<file path="src/rtl/scc_pkg.sv">
// ----------------------------------------------------------------------------
// scc_pkg
// Shared constants and controller/datapath interface types for the
// strongly connected components block.
// ----------------------------------------------------------------------------
package scc_pkg;

  // Fixed field and count widths, and the per-vertex store depth.
  localparam int VERT_W  = 6;
  localparam int VCNT_W  = 7;
  localparam int DEPTH_V = 64;

  // Defaults for the top-level parameters.
  localparam int DEF_MAX_VERTICES = 64;
  localparam int DEF_MAX_EDGES    = 512;
  localparam int DEF_MAX_MEMBERS  = 64;

  // Request codes.
  localparam logic [1:0] REQ_EDGE   = 2'd0;
  localparam logic [1:0] REQ_MEMBER = 2'd1;
  localparam logic [1:0] REQ_RUN    = 2'd2;
  localparam logic [1:0] REQ_CLEAR  = 2'd3;

  // Commands from the controller, at most one per cycle.
  typedef struct packed {
    logic load;
    logic root_read;
    logic root_check;
    logic frame_read;
    logic frame_load;
    logic edge_read;
    logic edge_check;
    logic enter_w;
    logic low_upd;
    logic done_check;
    logic pop_read;
    logic pop_take;
    logic ret;
    logic ret_par;
    logic ret_upd;
    logic flush;
  } cmd_t;

  // Status from the datapath.
  typedef struct packed {
    logic run_req;
    logic root_end;
    logic root_new;
    logic frame_empty;
    logic edge_end;
    logic hit;
    logic hit_new;
    logic hit_stacked;
    logic is_root;
    logic stack_empty;
    logic pop_hit;
    logic has_parent;
    logic emit_wait;
    logic pend_valid;
  } sts_t;

endpackage

</file>
<file path="src/rtl/scc_ctrl.sv">
// ----------------------------------------------------------------------------
// scc_ctrl
// Sequencer for the iterative search: root selection, edge scanning, stack
// popping and frame return, one action per cycle unless the output stalls.
// ----------------------------------------------------------------------------
module scc_ctrl
  import scc_pkg::*;
(
  input  logic clk,
  input  logic rst_n,
  input  sts_t sts,
  output cmd_t cmd,
  output logic in_ready
);

  localparam logic [4:0] ST_IDLE  = 5'd0;
  localparam logic [4:0] ST_ROOT  = 5'd1;
  localparam logic [4:0] ST_ROOT2 = 5'd2;
  localparam logic [4:0] ST_FRAME = 5'd3;
  localparam logic [4:0] ST_FRM2  = 5'd4;
  localparam logic [4:0] ST_EDGE  = 5'd5;
  localparam logic [4:0] ST_EDGE2 = 5'd6;
  localparam logic [4:0] ST_ENTER = 5'd7;
  localparam logic [4:0] ST_LOW   = 5'd8;
  localparam logic [4:0] ST_DONE  = 5'd9;
  localparam logic [4:0] ST_POP   = 5'd10;
  localparam logic [4:0] ST_POP2  = 5'd11;
  localparam logic [4:0] ST_RET   = 5'd12;
  localparam logic [4:0] ST_RET2  = 5'd13;
  localparam logic [4:0] ST_RET3  = 5'd14;
  localparam logic [4:0] ST_FLUSH = 5'd15;

  logic [4:0] state_r, state_nxt;

  // Next state and command decode.
  always_comb begin
    state_nxt = state_r;
    cmd       = '0;
    in_ready  = 1'b0;
    unique case (state_r)
      ST_IDLE: begin
        in_ready = 1'b1;
        cmd.load = sts.run_req | 1'b0;
        if (sts.run_req) state_nxt = ST_ROOT;
      end
      ST_ROOT: begin
        cmd.root_read = 1'b1;
        state_nxt = sts.root_end ? ST_FLUSH : ST_ROOT2;
      end
      ST_ROOT2: begin
        cmd.root_check = 1'b1;
        state_nxt = sts.root_new ? ST_FRAME : ST_ROOT;
      end
      ST_FRAME: begin
        cmd.frame_read = 1'b1;
        state_nxt = sts.frame_empty ? ST_ROOT : ST_FRM2;
      end
      ST_FRM2: begin
        cmd.frame_load = 1'b1;
        state_nxt = ST_EDGE;
      end
      ST_EDGE: begin
        cmd.edge_read = 1'b1;
        state_nxt = sts.edge_end ? ST_DONE : ST_EDGE2;
      end
      ST_EDGE2: begin
        cmd.edge_check = 1'b1;
        if (!sts.hit) state_nxt = ST_EDGE;
        else if (sts.hit_new) state_nxt = ST_ENTER;
        else if (sts.hit_stacked) state_nxt = ST_LOW;
        else state_nxt = ST_FRAME;
      end
      ST_ENTER: begin
        cmd.enter_w = 1'b1;
        state_nxt = ST_FRAME;
      end
      ST_LOW: begin
        cmd.low_upd = 1'b1;
        state_nxt = ST_FRAME;
      end
      ST_DONE: begin
        cmd.done_check = 1'b1;
        state_nxt = sts.is_root ? ST_POP : ST_RET;
      end
      ST_POP: begin
        cmd.pop_read = 1'b1;
        state_nxt = sts.stack_empty ? ST_RET : ST_POP2;
      end
      ST_POP2: begin
        if (!sts.emit_wait) begin
          cmd.pop_take = 1'b1;
          state_nxt = sts.pop_hit ? ST_RET : ST_POP;
        end
      end
      ST_RET: begin
        cmd.ret = 1'b1;
        state_nxt = sts.has_parent ? ST_RET2 : ST_FRAME;
      end
      ST_RET2: begin
        cmd.ret_par = 1'b1;
        state_nxt = ST_RET3;
      end
      ST_RET3: begin
        cmd.ret_upd = 1'b1;
        state_nxt = ST_FRAME;
      end
      ST_FLUSH: begin
        if (!sts.emit_wait) begin
          cmd.flush = 1'b1;
          state_nxt = ST_IDLE;
        end
      end
      default: state_nxt = ST_IDLE;
    endcase
  end

  // Load items are taken whenever the sequencer idles; the datapath qualifies
  // them with valid, so only the ready side is driven here.
  always_ff @(posedge clk) begin
    if (!rst_n) begin
      state_r <= ST_IDLE;
    end else begin
      state_r <= state_nxt;
    end
  end

endmodule

</file>
<file path="config.mk">
export PLATFORM = sky130hd
export DESIGN_NAME = scc_ctrl
export DESIGN_NICKNAME = d
export VERILOG_FILES = /design/src/rtl/scc_pkg.sv /design/src/rtl/scc_ctrl.sv
export SDC_FILE = /design/constraint.sdc
export NUM_CORES = 1
export LEC_CHECK = 0
export ABC_CLOCK_PERIOD_IN_PS = 1650
export CAP_MARGIN = 20
export CORE_UTILIZATION = 35
export CTS_CLUSTER_DIAMETER = 60
export DETAILED_ROUTE_END_ITERATION = 7
export DONT_BUFFER_PORTS = 1
export HOLD_SLACK_MARGIN = 0.1
export MAX_ROUTING_LAYER = met4
export PLACE_DENSITY_LB_ADDON = 0.12
export SLEW_MARGIN = 5
export SYNTH_ARGS = -nofsm -noshare
export SYNTH_HDL_FRONTEND = slang
export SYNTH_SLANG_ARGS = --single-unit
</file>
<file path="constraint.sdc">
create_clock -name clk -period 1.65 [get_ports clk]
set_input_delay 0.165 -clock clk [delete_from_list [all_inputs] [get_ports clk]]
set_output_delay 0.165 -clock clk [all_outputs]
set_load 0.03 [all_outputs]
</file>
; ---- After elaboration in Yosys (flattened, before gate mapping)
; Cells that the tools add are included.
[word_totals]
romBits = 0
latch_bits = 0
ram_bits = 0
mem_count = 0
wordCells = 55
reg_bits = 5
inputBits = 16
output_inout_bits = 17
[op_classes]
n_eq_ne = 18
n_addsub = 0
shifts = 0
n_reduce_logical = 3
div = 0
order_cmp = 0
n_bitwise = 0
mul = 0
muxes = 33
[ops]
columns = operator, count
row1 = one-hot mux 5 bit (14 select lines), 1
row2 = equality test 5 x 4 -> 1 bit (second input constant), 8
row3 = 2-to-1 mux 5 bit, 5
row4 = equality test 5 x 3 -> 1 bit (second input constant), 4
row5 = 2-to-1 mux 1 bit, 18
row6 = 2-to-1 mux 4 bit, 4
row7 = 2-to-1 mux 3 bit, 4
row8 = equality test 5 x 2 -> 1 bit (second input constant), 2
row9 = != test 2 bit (second input constant), 3
row10 = equality test 5 x 1 -> 1 bit (second input constant), 1
row11 = logical NOT 5 bit, 1
row12 = AND reduction 3 bit, 1
row13 = OR reduction 3 bit, 1
row14 = 2-to-1 mux 2 bit, 1

; ---- Logic depth before layout (Yosys ltp)
[depth]
word_depth = 4
mapped_depth = 6
mapped_depth_nobuf = 4

; ---- Worst setup path after synthesis
; No wires, ideal clock.
[synth_timing]
path_kind = reg2out
from = register state_r[2]
to = output cmd[15] (netlist name)
arrival_ns = 1.781
stages_incl_launch_ff = 5
path_buffers = 1
required_time_ns = 1.485
slack_ns = -0.296
path_cell_list = dfxtp_1 > or2_1 > buf_6 > nor3_1 > and2_1
[synth_lines]
columns = element, line
row1 = "start, declared", scc_ctrl.sv:33  ; logic [4:0] state_r, state_nxt;
row2 = "start signal, assigned", scc_ctrl.sv:123  ; state_r <= state_nxt;
row3 = "end, declared", scc_ctrl.sv:12  ; output cmd_t cmd,

==> impl_metrics.tcl <==
set metrics [dict create \
    grt_antenna_before_repair 0 \
    timing.rr.start "state_r[0]$_SDFFE_PN0P_" \
    io_pins 33 \
    cp-startpoint "state_r[2]$_SDFFE_PN0P_" \
    period_minus_slack_ns 1.53 \
    path_max_fanout 6 \
    clk_latency_ns 0.24 \
    whs_path_depth 3 \
    synth_area_leaders "dfxtp_1 13%, nand2_1 7.1%, nor2_1 6.5%" \
    slew_violations 0 \
    top_register "state_r" \
    status "complete, no violations" \
    cts_tree "yes" \
    final_util 0.497 \
    htree_num_levels 1 \
    rows 15 \
    netlist_area_sq_um 636 \
    max_cap_viol_count 0 \
    core_sq_mm 0.00171 \
    cts_setup_buffers 0 \
    grt_usage 0.218 \
    multi_input_area_sq_um 483 \
    async_flop_share 0 \
    setup_slack_ns 0.117 \
    worstReg2RegEnd "state_r[1]$_SDFFE_PN0P_" \
    nFillCells 183 \
    pre_cts_ws_ns 0.213 \
    worstSetupPathType "flop to output port" \
    synth-seq-cells 4 \
    power_density_mw_per_mm2 1920 \
    reg.largest.list "state_r (4)" \
    syn_avg_cell_area_sq_um 6.83 \
    placed_cell_area_sq_um 812 \
    fin_skew_ns 0.00131 \
    ant_nets 0 \
    arrival_ns 1.37 \
    drtPass1Iterations 4 \
    synth_edf_count 0 \
    die_w_um 44.6 \
    peakVddDrop_uv 662 \
    dieArea_sq_mm 0.00199 \
    required_ns 1.48 \
    vias 761 \
    clock-sinks 4 \
    rsz0062_at_grt "false" \
    grt.overflow.total 0 \
    endpoint_kind "output port" \
    nets 133 \
    cp_cell_sequence "or2_1 -> buf_4 -> nor2_1 -> buf_4" \
    cp_num_cells 4 \
    avgRoutedWirePerCell_um 13.9 \
    numCtsBuffers 3 \
    viasPerCell 5.44 \
    reg2reg_depth 4 \
    yosys_warnings 0 \
    tightest_slew_ns 0.326 \
    fmax_ghz 0.652 \
    fin_crit_sh 0.929 \
    area_growth_pct 33.5 \
    max_slew_margin 0.780 \
    final-setup-viol-count 0 \
    hp-class "input pin to flop" \
    yosysTopAreaCell "dfxtp_1" \
    synth_ff_type "dfxtp_1" \
    initial_core_util 0.372 \
    start_kind "flop" \
    slowest_stage "dfxtp_2" \
    root_buffer "clkbuf_4" \
    placement.io_buffers 0 \
    yosysTopAreaCellShare 0.126 \
    hold_ws_ns 0.153 \
    path_clk_slew_ns 0.04 \
    routed_wl_um 1940 \
    hpwl_um 1520 \
    setup.worst_path.end "cmd[13]" \
    leakagePower_uw 0.000367 \
    grt_max_degree 13 \
    cp.buffers_inverters 2 \
    critPathMaxStageDelay_ns 0.34 \
    drt_iter0_drc 10 \
    seq_area_sq_um 83.8 \
    synth-seq-area-share 0.126 \
    largest_reg_flops 4 \
    grt_pass1_wl_um 3060 \
    crit_top_cell "buf_4" \
    critPathTopFamily "simple AND/OR/NAND/NOR gates" \
    drcViolationCount 0 \
    synth_nets 109 \
    ys_types 40 \
    synth_cells 93 \
    final_area_sq_um 848 \
    n_antenna_cell 0 \
    first_global_vias 655 \
    drive_gt1_frac 0.348 \
    r2r_slack_ns 0.27 \
    routabilityCongestion 0.921 \
    final_hold_viol_count 0 \
    cts_max_path_buffers 2 \
    die_h_um 44.6 \
]
-- final cells by class --
cell class | instances | area share
multi-input cells | 75 | 0.569
repair buffers | 27 | 0.242
flip-flops and latches | 4 | 0.0988
well taps | 25 | 0.0369
clock buffers | 3 | 0.0265
inverters | 6 | 0.0265
-- Yosys cell counts, drive strengths merged (2+ instances only) --
| cell type | n |
|---|---|
| or2 | 2 |
| a31oi | 3 |
| buf | 8 |
| inv | 6 |
| o211ai | 2 |
| nand2 | 12 |
| o21ai | 4 |
| nor2b | 2 |
| nor2 | 11 |
| nor3 | 6 |
| o22ai | 2 |
| dfxtp | 4 |
| nand2b | 6 |
| a21oi | 4 |
| o32ai | 2 |
-- per-stage QoR --
| step | instances | TNS [ns] | total power, uW |
|---|---|---|---|
| finish | 140 | 0 | 1630 |
| global route | 140 | 0 | 1750 |
| CTS | 140 | 0 | 1610 |
| detailed placement | 136 | 0 | 1480 |
| global placement | 136 | 0 | 1490 |
| floorplan | 93 | -0.00185 | 1150 |
-- power breakdown --
group	internal (uW)	switching, uW	leakage (uW)	total [uW]
Clock	81.6	43.5	0.0000138	125
Combinational	525	736	0.000319	1260
Sequential	150	91.6	0.0000340	242
-- logic make-up (layout without fill, tap and decap cells) --
group / count (synthesis) / in the layout / share of synthesized area
AND/OR/NAND/NOR: 45 / 45 / 0.368
AO/OA/AOI/OAI: 28 / 28 / 0.339
multiplexers: 1 / 1 / 0.0236
buffers and inverters: 14 / 36 / 0.130
flip-flops: 4 / 4 / 0.126
XOR/XNOR: 1 / 1 / 0.0138
-- layout by cell type (no fill, tap or decap), types with 2 or more instances in the layout --
master,instances
buf_4,26
nand2_1,12
nor2_1,11
inv_1,6
nand2b_1,5
nor3_1,4
a21oi_1,4
o21ai_0,3
a31oi_1,3
clkbuf_4,3
dfxtp_2,3
nor3_2,2
nor2b_1,2
o22ai_1,2
o211ai_1,2
-- timing repair --
action | CTS | global route
endpoints found under the setup margin | 0 | 3
endpoints found under the hold margin | 1 | 0
gates resized for setup | 0 | 3
hold buffers | 1 | 0
-- worst min-delay path by stage --
| stage | from | endpoint | slack, ns |
|---|---|---|---|
| after floorplan | rst_n | state_r[3]$_SDFFE_PN0P_ | 0.27 |
| after global placement | rst_n | state_r[3]$_SDFFE_PN0P_ | 0.32 |
| after detailed placement | rst_n | state_r[3]$_SDFFE_PN0P_ | 0.32 |
| after CTS | sts[6] | state_r[3]$_SDFFE_PN0P_ | 0.15 |
| after global routing | sts[6] | state_r[3]$_SDFFE_PN0P_ | 0.17 |
| final | rst_n | state_r[2]$_SDFFE_PN0P_ | 0.15 |
-- layer usage --
| layer | track usage | wire [um] | up-vias |
|---|---|---|---|
| met4 | 0.0727 | 16 | 0 |
| met5 | - | 0 | - |
| met2 | 0.312 | 908 | 31 |
| met1 | 0.302 | 885 | 347 |
| met3 | 0.0449 | 134 | 2 |
| li1 | - | - | 381 |
-- worst min-delay path, cell delays in order --
cell	delay, ns
o41ai_2	0.04
a41o_1	0.10
a31oi_1	0.04
No activity file was read; power rests on OpenSTA's default activity.
